File: config.mk
export PLATFORM = sky130hd
export DESIGN_NAME = numeric_field_bcd_packer
export DESIGN_NICKNAME = d
export VERILOG_FILES = /design/src/sv/nfbp_pkg.sv /design/src/sv/nfbp_skid.sv /design/src/sv/nfbp_core.sv /design/src/sv/numeric_field_bcd_packer.sv
export SDC_FILE = /design/constraint.sdc
export NUM_CORES = 1
export LEC_CHECK = 0
export BUFFER_PORTS_ARGS = -buffer_cell sky130_fd_sc_hd__buf_2
export CORE_MARGIN = 5
export CORE_UTILIZATION = 55
export CTS_CLUSTER_DIAMETER = 50
export DETAILED_ROUTE_END_ITERATION = 8
export GPL_TIMING_DRIVEN = 0
export PLACE_DENSITY_LB_ADDON = 0.25
export SYNTH_ARGS = -nofsm -noshare
export SYNTH_HDL_FRONTEND = slang
export SYNTH_SLANG_ARGS = --single-unit
File: constraint.sdc
create_clock -name aclk -period 6.35 [get_ports aclk]
set_input_delay 1.905 -clock aclk [delete_from_list [all_inputs] [get_ports aclk]]
set_output_delay 1.905 -clock aclk [all_outputs]
set_load 0.005 [all_outputs]
File: src/sv/nfbp_pkg.sv
// Shared types, codes and small arithmetic helpers of the numeric field BCD packer.
// No dependencies; imported by nfbp_skid, nfbp_core and the top level.
package nfbp_pkg;

    typedef enum logic [1:0] {
        LK_FIXED  = 2'd0,
        LK_ASCII2 = 2'd1,
        LK_ASCII3 = 2'd2,
        LK_BCD2   = 2'd3
    } length_kind_t;

    typedef enum logic {
        OP_START = 1'b0,
        OP_DIGIT = 1'b1
    } opcode_t;

    // register index, taken from paddr[2]
    localparam logic REG_LENGTH_KIND = 1'b0;
    localparam logic REG_FIELD_LEN   = 1'b1;

    localparam int unsigned COUNT_W = 14;
    localparam int unsigned CHAR_W  = 8;
    localparam int unsigned FLEN_W  = 7;

    localparam logic [7:0]         ASCII_ZERO = 8'h30;
    localparam logic [COUNT_W-1:0] LIM_ASCII2 = COUNT_W'(100 - 1);
    localparam logic [COUNT_W-1:0] LIM_ASCII3 = COUNT_W'(1000 - 1);
    localparam logic [COUNT_W-1:0] LIM_BCD2   = COUNT_W'(10000 - 1);

    typedef struct packed {
        opcode_t              opcode;
        logic [COUNT_W-1:0]   digit_count;
        logic [CHAR_W-1:0]    digit_char;
    } item_t;

    typedef struct packed {
        logic [7:0] out_byte;
        logic       byte_valid;
        logic       too_long;
        logic       last;
    } result_t;

    typedef struct packed {
        length_kind_t        length_kind;
        logic [FLEN_W-1:0]   field_len;
    } cfg_t;

    // ASCII hex digit to nibble; letters of either case, others wrap
    function automatic logic [3:0] hex_nibble(input logic [7:0] c);
        logic [3:0] n;
        if (c >= 8'h30 && c <= 8'h39) begin
            n = c[3:0];
        end else begin
            n = c[3:0] + 4'd9;
        end
        return n;
    endfunction

    // x / 10 for x below 100, reciprocal multiply
    function automatic logic [3:0] div10(input logic [6:0] x);
        logic [14:0] p;
        p = 15'(x) * 15'd205;
        return p[14:11];
    endfunction

    // x / 100 for any 14-bit x, low seven bits of the quotient
    function automatic logic [6:0] div100(input logic [COUNT_W-1:0] x);
        logic [26:0] p;
        p = 27'(x) * 27'd5243;
        return p[25:19];
    endfunction

endpackage

File: src/sv/nfbp_skid.sv
// Input skid buffer of the packer: two item registers, registered ready.
// Depends on nfbp_pkg for the item type.
module nfbp_skid
    import nfbp_pkg::*;
(
    input  logic  aclk,
    input  logic  aresetn,
    input  logic  in_valid,
    output logic  in_ready,
    input  item_t in_item,
    output logic  out_valid,
    input  logic  out_take,
    output item_t out_item
);

    logic  main_valid_reg, main_valid_next;
    logic  skid_valid_reg, skid_valid_next;
    item_t main_item_reg, main_item_next;
    item_t skid_item_reg, skid_item_next;
    logic  in_fire;

    assign in_ready  = !skid_valid_reg;
    assign in_fire   = in_valid && in_ready;
    assign out_valid = main_valid_reg;
    assign out_item  = main_item_reg;

    always_comb begin
        main_valid_next = main_valid_reg;
        skid_valid_next = skid_valid_reg;
        main_item_next  = main_item_reg;
        skid_item_next  = skid_item_reg;
        if (!main_valid_reg || out_take) begin
            main_valid_next = skid_valid_reg || in_fire;
            main_item_next  = skid_valid_reg ? skid_item_reg : in_item;
            skid_valid_next = 1'b0;
        end else if (in_fire) begin
            skid_valid_next = 1'b1;
            skid_item_next  = in_item;
        end
    end

    always_ff @(posedge aclk) begin
        if (!aresetn) begin
            main_valid_reg <= 1'b0;
            skid_valid_reg <= 1'b0;
        end else begin
            main_valid_reg <= main_valid_next;
            skid_valid_reg <= skid_valid_next;
        end
        main_item_reg <= main_item_next;
        skid_item_reg <= skid_item_next;
    end

endmodule

File: src/sv/nfbp_core.sv
// Field state, prefix/padding byte sequencer and result register of the packer.
// Depends on nfbp_pkg for types, codes and the decimal helpers.
module nfbp_core
    import nfbp_pkg::*;
#(
    parameter int unsigned MAX_FIXED_DIGITS = 64
) (
    input  logic    aclk,
    input  logic    aresetn,
    input  cfg_t    cfg,
    input  logic    item_valid,
    input  item_t   item,
    output logic    item_take,
    output logic    res_valid,
    input  logic    res_ready,
    output result_t res
);

    localparam int unsigned EFF_W = $clog2(MAX_FIXED_DIGITS + 1);
    localparam int unsigned PAD_W = $clog2((MAX_FIXED_DIGITS + 1) / 2 + 1);
    localparam logic [7:0]  MAX_W8 = 8'(MAX_FIXED_DIGITS);

    // field state
    logic [COUNT_W-1:0] digits_left_reg, digits_left_next;
    logic               odd_pending_reg, odd_pending_next;
    logic [3:0]         high_nibble_reg, high_nibble_next;
    logic               have_high_reg, have_high_next;
    logic               dropping_reg, dropping_next;

    // byte run after a start word
    logic               burst_active_reg, burst_active_next;
    logic               burst_err_reg, burst_err_next;
    length_kind_t       burst_kind_reg, burst_kind_next;
    logic [1:0]         burst_idx_reg, burst_idx_next;
    logic [PAD_W-1:0]   pad_left_reg, pad_left_next;
    logic [COUNT_W-1:0] cnt_reg, cnt_next;
    logic [6:0]         q100_reg, q100_next;
    logic [6:0]         r100_reg;

    logic               res_valid_reg, res_valid_next;
    result_t            res_reg, res_next;

    logic               out_free;
    logic [7:0]         fl8;
    logic [EFF_W-1:0]   eff;
    logic [COUNT_W-1:0] lim;
    logic               too_long;
    logic [COUNT_W:0]   half_eff, half_cnt;
    logic [PAD_W-1:0]   pad;
    logic [6:0]         dec_src;
    logic [3:0]         dec_tens, dec_ones;
    logic [3:0]         digit;
    logic [COUNT_W-1:0] dl_dec;

    assign out_free  = !res_valid_reg || res_ready;
    assign item_take = item_valid && !burst_active_reg && out_free;
    assign res_valid = res_valid_reg;
    assign res       = res_reg;

    // limit check and padding of a start word
    assign fl8 = {1'b0, cfg.field_len};
    assign eff = EFF_W'((fl8 > MAX_W8) ? MAX_W8 : fl8);

    always_comb begin
        unique case (cfg.length_kind)
            LK_FIXED:  lim = COUNT_W'(eff);
            LK_ASCII2: lim = LIM_ASCII2;
            LK_ASCII3: lim = LIM_ASCII3;
            LK_BCD2:   lim = LIM_BCD2;
            default:   lim = LIM_BCD2;
        endcase
    end

    assign too_long = item.digit_count > lim;
    assign half_eff = ((COUNT_W + 1)'(eff) + 1'b1) >> 1;
    assign half_cnt = ((COUNT_W + 1)'(item.digit_count) + 1'b1) >> 1;
    assign pad      = PAD_W'(half_eff - half_cnt);

    // two decimal digits of the byte being sent
    always_comb begin
        if (burst_kind_reg == LK_ASCII2) begin
            dec_src = cnt_reg[6:0];
        end else if (burst_kind_reg == LK_BCD2 && burst_idx_reg == 2'd0) begin
            dec_src = q100_reg;
        end else begin
            dec_src = r100_reg;
        end
    end

    assign dec_tens = div10(dec_src);
    assign dec_ones = 4'(dec_src - 7'(dec_tens) * 7'd10);

    assign digit  = hex_nibble(item.digit_char);
    assign dl_dec = digits_left_reg - 1'b1;

    always_comb begin
        digits_left_next  = digits_left_reg;
        odd_pending_next  = odd_pending_reg;
        high_nibble_next  = high_nibble_reg;
        have_high_next    = have_high_reg;
        dropping_next     = dropping_reg;
        burst_active_next = burst_active_reg;
        burst_err_next    = burst_err_reg;
        burst_kind_next   = burst_kind_reg;
        burst_idx_next    = burst_idx_reg;
        pad_left_next     = pad_left_reg;
        cnt_next          = cnt_reg;
        q100_next         = q100_reg;
        res_next          = res_reg;
        res_valid_next    = res_valid_reg && !res_ready;

        if (burst_active_reg && out_free) begin
            res_valid_next      = 1'b1;
            res_next.byte_valid = 1'b1;
            res_next.too_long   = 1'b0;
            res_next.out_byte   = 8'h00;
            res_next.last       = 1'b0;
            if (burst_err_reg) begin
                res_next.byte_valid = 1'b0;
                res_next.too_long   = 1'b1;
                res_next.last       = 1'b1;
            end else begin
                unique case (burst_kind_reg)
                    LK_FIXED: begin
                        res_next.last = (pad_left_reg == PAD_W'(1));
                    end
                    LK_ASCII2: begin
                        res_next.out_byte = ASCII_ZERO +
                            8'((burst_idx_reg == 2'd0) ? dec_tens : dec_ones);
                        res_next.last = (burst_idx_reg == 2'd1);
                    end
                    LK_ASCII3: begin
                        unique case (burst_idx_reg)
                            2'd0:    res_next.out_byte = ASCII_ZERO + 8'(q100_reg[3:0]);
                            2'd1:    res_next.out_byte = ASCII_ZERO + 8'(dec_tens);
                            default: res_next.out_byte = ASCII_ZERO + 8'(dec_ones);
                        endcase
                        res_next.last = (burst_idx_reg == 2'd2);
                    end
                    LK_BCD2: begin
                        res_next.out_byte = {dec_tens, dec_ones};
                        res_next.last     = (burst_idx_reg == 2'd1);
                    end
                    default: begin
                        res_next.last = 1'b1;
                    end
                endcase
            end
            if (res_next.last) begin
                burst_active_next = 1'b0;
            end
            burst_idx_next = burst_idx_reg + 1'b1;
            pad_left_next  = pad_left_reg - 1'b1;
        end else if (item_take) begin
            if (item.opcode == OP_START) begin
                have_high_next    = 1'b0;
                high_nibble_next  = 4'h0;
                digits_left_next  = item.digit_count;
                dropping_next     = too_long;
                odd_pending_next  = !too_long && item.digit_count[0];
                burst_err_next    = too_long;
                burst_kind_next   = cfg.length_kind;
                burst_idx_next    = 2'd0;
                pad_left_next     = pad;
                cnt_next          = item.digit_count;
                q100_next         = div100(item.digit_count);
                burst_active_next = too_long || (cfg.length_kind != LK_FIXED) ||
                                    (pad != '0);
            end else if (digits_left_reg != '0) begin
                digits_left_next = dl_dec;
                if (dropping_reg) begin
                    if (dl_dec == '0) begin
                        dropping_next = 1'b0;
                    end
                end else if (odd_pending_reg) begin
                    odd_pending_next = 1'b0;
                    res_valid_next   = 1'b1;
                    res_next         = '{out_byte: {4'h0, digit}, byte_valid: 1'b1,
                                         too_long: 1'b0, last: 1'b1};
                end else if (!have_high_reg) begin
                    have_high_next   = 1'b1;
                    high_nibble_next = digit;
                end else begin
                    have_high_next   = 1'b0;
                    high_nibble_next = 4'h0;
                    res_valid_next   = 1'b1;
                    res_next         = '{out_byte: {high_nibble_reg, digit}, byte_valid: 1'b1,
                                         too_long: 1'b0, last: 1'b1};
                end
            end
        end
    end

    always_ff @(posedge aclk) begin
        if (!aresetn) begin
            digits_left_reg  <= '0;
            odd_pending_reg  <= 1'b0;
            high_nibble_reg  <= 4'h0;
            have_high_reg    <= 1'b0;
            dropping_reg     <= 1'b0;
            burst_active_reg <= 1'b0;
            res_valid_reg    <= 1'b0;
        end else begin
            digits_left_reg  <= digits_left_next;
            odd_pending_reg  <= odd_pending_next;
            high_nibble_reg  <= high_nibble_next;
            have_high_reg    <= have_high_next;
            dropping_reg     <= dropping_next;
            burst_active_reg <= burst_active_next;
            res_valid_reg    <= res_valid_next;
        end
        burst_err_reg  <= burst_err_next;
        burst_kind_reg <= burst_kind_next;
        burst_idx_reg  <= burst_idx_next;
        pad_left_reg   <= pad_left_next;
        cnt_reg        <= cnt_next;
        q100_reg       <= q100_next;
        // remainder is registered from cnt_reg and q100_reg, one register behind them; first used on the second byte
        r100_reg       <= 7'(cnt_reg - 14'(q100_reg) * 14'd100);
        res_reg        <= res_next;
    end

endmodule

File: src/sv/numeric_field_bcd_packer.sv
// Top level of the numeric field BCD packer: config registers and channel wiring.
// Depends on nfbp_pkg, nfbp_skid and nfbp_core.
//
//  channel  | direction | handshake         | word contents
//  ---------+-----------+-------------------+---------------------------------------
//  s_       | in        | s_tvalid/s_tready | start (count) or digit (hex char)
//  m_       | out       | m_tvalid/m_tready | prefix, padding, digit byte or error
//  APB      | in        | psel/penable      | length_kind @0x0, field_len @0x4
//
// Digit words stream at one per cycle while m_tready is high and no byte run is active.
// A start word is decoded when taken; a sequencer then sends its prefix or padding
// bytes (up to three prefix bytes or (MAX_FIXED_DIGITS+1)/2 padding bytes),
// and digit words wait behind that byte run.
// An over-long count yields a single error word in place of the byte run.
// Reset is synchronous on aresetn low and clears all field state.
// s_tready comes from the skid register and m_tvalid from the result register,
// so neither side sees a combinational path from the other.
module numeric_field_bcd_packer
    import nfbp_pkg::*;
#(
    parameter int unsigned MAX_FIXED_DIGITS = 64
) (
    input  logic        aclk,
    input  logic        aresetn,
    // input channel
    input  logic        s_tvalid,
    output logic        s_tready,
    input  logic [23:0] s_tdata,   // [13:0] digit_count, [21:14] digit_char, rest zero
    input  logic        s_tuser,   // [0] opcode
    // result channel
    output logic        m_tvalid,
    input  logic        m_tready,
    output logic [7:0]  m_tdata,   // [7:0] out_byte
    output logic [1:0]  m_tuser,   // [0] byte_valid, [1] too_long
    output logic        m_tlast,   // last word caused by the input word
    // configuration
    input  logic        psel,
    input  logic        penable,
    input  logic        pwrite,
    input  logic [2:0]  paddr,
    input  logic [31:0] pwdata,
    output logic [31:0] prdata,
    output logic        pready
);

    length_kind_t      length_kind_reg;
    logic [FLEN_W-1:0] field_len_reg;
    cfg_t              cfg;
    logic              cfg_wr;

    item_t   s_item, core_item;
    logic    core_valid, core_take;
    result_t res;

    // register index is paddr[2]; low address bits are not decoded
    assign pready = 1'b1;
    assign cfg_wr = psel && penable && pwrite && pready;

    always_ff @(posedge aclk) begin
        if (!aresetn) begin
            length_kind_reg <= LK_FIXED;
            field_len_reg   <= '0;
        end else if (cfg_wr) begin
            if (paddr[2] == REG_LENGTH_KIND) begin
                length_kind_reg <= length_kind_t'(pwdata[1:0]);
            end else begin
                field_len_reg <= pwdata[FLEN_W-1:0];
            end
        end
    end

    always_comb begin
        if (paddr[2] == REG_FIELD_LEN) begin
            prdata = {25'd0, field_len_reg};
        end else begin
            prdata = {30'd0, length_kind_reg};
        end
    end

    assign cfg.length_kind = length_kind_reg;
    assign cfg.field_len   = field_len_reg;

    assign s_item.opcode      = opcode_t'(s_tuser);
    assign s_item.digit_count = s_tdata[COUNT_W-1:0];
    assign s_item.digit_char  = s_tdata[COUNT_W+CHAR_W-1:COUNT_W];

    nfbp_skid u_skid (
        .aclk      (aclk),
        .aresetn   (aresetn),
        .in_valid  (s_tvalid),
        .in_ready  (s_tready),
        .in_item   (s_item),
        .out_valid (core_valid),
        .out_take  (core_take),
        .out_item  (core_item)
    );

    nfbp_core #(
        .MAX_FIXED_DIGITS (MAX_FIXED_DIGITS)
    ) u_core (
        .aclk       (aclk),
        .aresetn    (aresetn),
        .cfg        (cfg),
        .item_valid (core_valid),
        .item       (core_item),
        .item_take  (core_take),
        .res_valid  (m_tvalid),
        .res_ready  (m_tready),
        .res        (res)
    );

    assign m_tdata = res.out_byte;
    assign m_tuser = {res.too_long, res.byte_valid};
    assign m_tlast = res.last;

endmodule

==> metrics, run 1 <==
status=completed; Congestion Overflow GR=0; Tcrit/Tclk final=0.961; Die ar.=about 0.023 sq mm; core area=slightly below 0.02 sq mm; final instance area=~0.013 sq mm; Synthesis Warnings=0; r2r setup slk=around 250 ps; number of diodes=0; average wire per standard cell=~16 um; Synth Cell Area=0.0111 sq mm; cell taking the most area after synthesis=edfxtp_1; # port buffers=57; Top FF cell, synth=edfxtp_1; htree depth=4; crit path kind=flop to flop; Slew Limit Fails=0; CTS buffer count=17; Tmin final=slightly above 6000 ps; initial antenna violation count=0; largest net degree at the start of global routing=20; asr flop ratio synth=0; DP HPWL=19,000 um; main area contributors after synthesis=edfxtp_1 22%, ha_1 19%, fa_1 13%; routed wire length=around 24,000 um; pwr dens=around 440 mW/mm^2; Via Count=roughly 8,000; Final Instance Count excl. Fillers=about 1,500; leakage=between 5 and 6 nW; number of routed nets with antenna violations=0; insertion delay to the later sink of the worst-skew pair=~420 ps; CTS tree=done; switching power=~2.3 mW; maximum clock frequency=164 MHz; Synth Instances=approximately 1,100; number of global-route vias before repair=approximately 8,000; Logic pwr share=0.648; largest buffer count on any clock path=2; Switching Share=0.426; gr usage total=0.209; Placed Instances=1,447; Tot Pwr=5.45 mW; CP Data Arrival Time=6260 ps; register bit total from synthesis=123; fraction of layout cells with a size suffix above 1=0.146; Layout Utilization=0.637; GP Congestion=between 0.9 and 1; Power Internal=around 3.1 mW; first-pass GRT wire length=slightly below 40,000 um; Peak VDD IR=0.419 mV; Reg power frac=0.187; Post-synth EDFFs=between 80 and 90; clock power share=0.164; Synth top area share=0.222; commonest cells after routing, fill and taps aside=179 x inv_1, 165 x ha_1, 82 x edfxtp_1, 73 x fa_1, 60 x nand2_1; Worst Tran Pin Value=around 1300 ps; Hold WC Path Type=flop to flop; Clock transition at path regs=50 ps; max cap viols=0; CP Data Required Time=6510 ps; Vias/cell=about 5.4; clk_skew=roughly 8.8 ps; Slew headroom=0.142; Pre-antenna DRT Iters=6; Detailed Route Iter0 Violations=~450; Final #Nets=roughly 1,500; CTS Hold Bufs=0; initial core utilization=0.563; Fin Hold WS=385 ps; IO Count=~110; Unique masters post-synth=between 70 and 80; root buf cell=clkbuf_16; row cnt=about 50; Die Height=152 um; CP Launch Type=flop; share of the yosys chip area belonging to registers=0.297; Syn Area/Cell=approximately 10 sq um; endpoint type of the worst setup path=flop; Area growth, synth to finish=13.1%; die width=152 um; Cell Area, Placed=between 0.01 and 0.015 sq mm; final setup violation count=0; DR DRC count=0; commonest non-fill, non-tap cell in the layout=inv_1; Sink Count=between 100 and 150; CP Max Fanout=10; Final Hold Violating Endpoints=0
## critical path, stage by stage, from the launching register on
cell	delay, ps
edfxtp_1	430
inv_2	90
ha_1	170
buf_6	130
nand2b_1	120
and2_0	120
buf_4	140
buf_4	130
a2bb2oi_2	330
ha_1	330
ha_1	190
a21o_1	170
fa_1	450
ha_1	330
ha_1	300
and3_1	170
nand4_1	190
or4b_4	570
o211ai_1	290
xnor2_2	150
fa_1	420
xnor2_1	170
xnor3_1	240
xor2_1	150
a21oi_1	80
## synth_stat cells (all sizes together), types with 4 or more instances
| cell type | n |
|---|---|
| o21a | 10 |
| o22ai | 16 |
| edfxtp | 82 |
| a211oi | 4 |
| o21ai | 39 |
| a22oi | 6 |
| mux2i | 6 |
| a31oi | 5 |
| nor2 | 50 |
| nand4 | 10 |
| ha | 166 |
| clkbuf | 20 |
| buf | 30 |
| a21boi | 12 |
| nand2 | 60 |
| nor4 | 7 |
| a21o | 17 |
| nor2b | 25 |
| or3 | 4 |
| inv | 180 |
| and2 | 16 |
| fa | 73 |
| nand2b | 16 |
| dfxtp | 41 |
| nor3 | 15 |
| nand3 | 7 |
| xor2 | 16 |
| mux2 | 23 |
| and3 | 6 |
| o211ai | 4 |
| xnor2 | 32 |
| a21oi | 45 |
## layout make-up
class	count	area (sq um)
fill	1595	7130
multi-input combinational	769	6980
sequential	123	3280
inverter	180	676
clock buffer	18	429
timing repair buffer	69	394
tap	265	332
buffer	50	307
clock inverter	14	124
## power by group through the flow
| stage | logic (mW) | registers [mW] | clock network, mW |
|---|---|---|---|
| finish | 3.54 | 1.02 | 0.897 |
| floorplan | 2.64 | 1.01 | 0 |
| global route | 4.00 | 1.03 | 0.946 |
| detailed placement | 3.33 | 1.04 | 0 |
| CTS | 3.38 | 1.02 | 0.907 |
| global placement | 3.23 | 1.03 | 0 |
## what timing repair did
item,CTS,global route
resized for setup,4,15
endpoints found under the setup margin,2,2
pin swaps,0,6
cloned,0,0
hold endpoints to repair,0,0
setup buffers,0,8
## path summary, 6_finish.rpt
check                          start            endpoint  cells after the start
max reg2reg  u_core.burst_idx_reg[0]       u_core.res[6]                     24
max          u_core.burst_idx_reg[0]       u_core.res[6]                     24
min reg2reg        u_core.cnt_reg[1]  u_core.r100_reg[1]                      0
min                u_core.cnt_reg[1]  u_core.r100_reg[1]                      0
## logic make-up after synthesis
| family | share of synthesized area |
|---|---|
| AOI/OAI and AO/OA | 0.117 |
| adders and majority gates | 0.320 |
| buffers and inverters | 0.0883 |
| other | 0.000678 |
| xor gates and xnor gates | 0.0407 |
| muxes | 0.0288 |
| and+or+nand+nor | 0.109 |
| DFF | 0.297 |
## routing by layer
layer | global-route usage | vias up | wire length (um)
li1 | - | 3952 | -
met1 | 0.294 | 3811 | 11100
met2 | 0.338 | 197 | 11300
met3 | 0.0352 | 30 | 1280
met4 | 0.0552 | 0 | 352
met5 | 0 | - | 0
## through the flow
| step | setup WS, ps | setup TNS, ps |
|---|---|---|
| floorplan | 400 | 0 |
| global placement | -1420 | -32820 |
| detailed placement | -203 | -329 |
| CTS | 22.7 | 0 |
| global route | -17.9 | -17.9 |
| finish | 250 | 0 |
Note: power is estimated with default switching activity, not from simulation.
==> run 2, diff against run 1 <==
CORE_UTILIZATION = 46   (was 55)
==> metrics, run 2 (same netlist as run 1, synthesis figures left out) <==
Crit Reg-Reg Endpoint=u_core.res[5]; Crit Reg-Reg Startpoint=u_core.burst_idx_reg[0]; crit path kind=flop to flop; Worst Tran Pin Value=968 ps; Pre-antenna DRT Iters=5; largest buffer count on any clock path=2; Die Height=approximately 170 um; die width=roughly 170 um; maximum clock frequency=between 150 and 200 MHz; routed wire length=about 24,000 um; Slew headroom=0.338; Final #Nets=1,518; Layout Utilization=0.537; leakage=between 5 and 6 nW; IO Count=between 100 and 150; worst reg2reg path depth=22; Tcrit/Tclk final=0.967; endpoint type of the worst setup path=flop; htree depth=4; pre-CTS worst setup slack=-259 ps; worst hold start=u_core.cnt_reg[1]; Hold Path Depth=0; Die ar.=0.0273 sq mm; CTS tree=done; insertion delay to the later sink of the worst-skew pair=420 ps; Sink Count=about 120; Final Hold Violating Endpoints=0; CTS Hold Bufs=0; max cap viols=0; Detailed Route Iter0 Violations=a little under 500; Setup TNS=0 ps; largest net degree at the start of global routing=20; Fin Hold WS=383 ps; r2r setup slk=approximately 210 ps; core area=0.0236 sq mm; number of diodes=0; Area growth, synth to finish=14.5%; commonest cells after routing, fill and taps aside=180 x inv_1, 165 x ha_1, 82 x edfxtp_1, 72 x fa_1, 60 x nand2_1; CP Launch Type=flop; gr usage total=0.182; WHS Endpoint=u_core.r100_reg[1]; Slew Limit Fails=0; number of global-route vias before repair=7,700; status=completed; initial core utilization=0.469; DP HPWL=between 15,000 and 20,000 um; Tot Pwr=about 5.6 mW; pwr dens=between 400 and 500 mW/mm^2; root buf cell=clkbuf_16; CP Data Required Time=about 6500 ps; GP Congestion=around 0.9; average wire per standard cell=roughly 16 um; Via Count=7,931; CP Data Arrival Time=approximately 6300 ps; clk_skew=a little under 10 ps; final worst slack=around 210 ps; CP Max Fanout=10; initial antenna violation count=0; fraction of layout cells with a size suffix above 1=0.153; Congestion Overflow GR=0; Peak VDD IR=approximately 0.59 mV; Vias/cell=about 5; number of routed nets with antenna violations=0; DR DRC count=0; CTS buffer count=17; Clock transition at path regs=~60 ps; first-pass GRT wire length=about 39,000 um; commonest non-fill, non-tap cell in the layout=inv_1; final setup violation count=0; # port buffers=57; row cnt=56; fill cell count=approximately 2,100; Hold WC Path Type=flop to flop; Tmin final=6140 ps
==> run 2: how the worst max path moves through the flow <==
stage / start / to
after floorplan: u_core.burst_idx_reg[0] / u_core.res[6]
after global placement: m_tready / u_skid.skid_item_reg[16]
after detailed placement: u_core.burst_idx_reg[0] / u_core.res[6]
after CTS: u_core.burst_idx_reg[0] / u_core.res[6]
after global routing: u_core.burst_idx_reg[0] / u_core.res[6]
final: u_core.burst_idx_reg[0] / u_core.res[5]
==> run 2: layer usage <==
layer,part of all wire,GRT usage
met4,0.010,0.0401
met2,0.46,0.288
met1,0.48,0.265
met5,0,0
met3,0.050,0.0300
==> run 2: worst max-delay path: stages, from the launching register on <==
cell      delay (ps)
edfxtp_1         420
inv_1            110
ha_1             160
buf_6            130
nand2_1          180
o22ai_1          350
a21oi_4          130
buf_4            160
ha_1             270
ha_1             300
fa_1             520
inv_1             60
fa_1             500
inv_1             40
ha_1             260
nand4_1          220
or4b_4           620
o211ai_1         280
xnor2_2          150
fa_2             540
inv_1             40
a222oi_1         320
o22ai_1          120
==> run 2: layout make-up <==
class	instances	area (sq um)	area share
buffer	50	310	0.0245
timing repair buffer	71	418	0.0330
sequential	123	3280	0.259
inverter	180	676	0.0533
multi-input combinational	769	7010	0.553
tap	319	399	0.0315
clock buffer	18	439	0.0346
clock inverter	14	136	0.0108
==> run 2: timing repair <==
item | 4_1_cts | 5_1_grt
gates resized for setup | 3 | 23
setup buffers | 1 | 10
cloned | 0 | 0
pin swaps | 0 | 10
setup endpoints to repair | 2 | 2
==> run 2: per-stage QoR <==
step | instance area, sq um | std cells
after CTS | 12500 | 1534
after global routing | 12700 | 1544
after floorplan | 11200 | 1122
final | 12700 | 1544
after global placement | 11800 | 1498
after detailed placement | 11900 | 1501
==> run 2: report_power, final <==
part	total [mW]	switching [mW]	internal, mW	leakage [nW]
registers	1.02	0.0753	0.949	1.11
clock network	0.942	0.386	0.556	0.280
logic	3.58	1.87	1.71	4.46
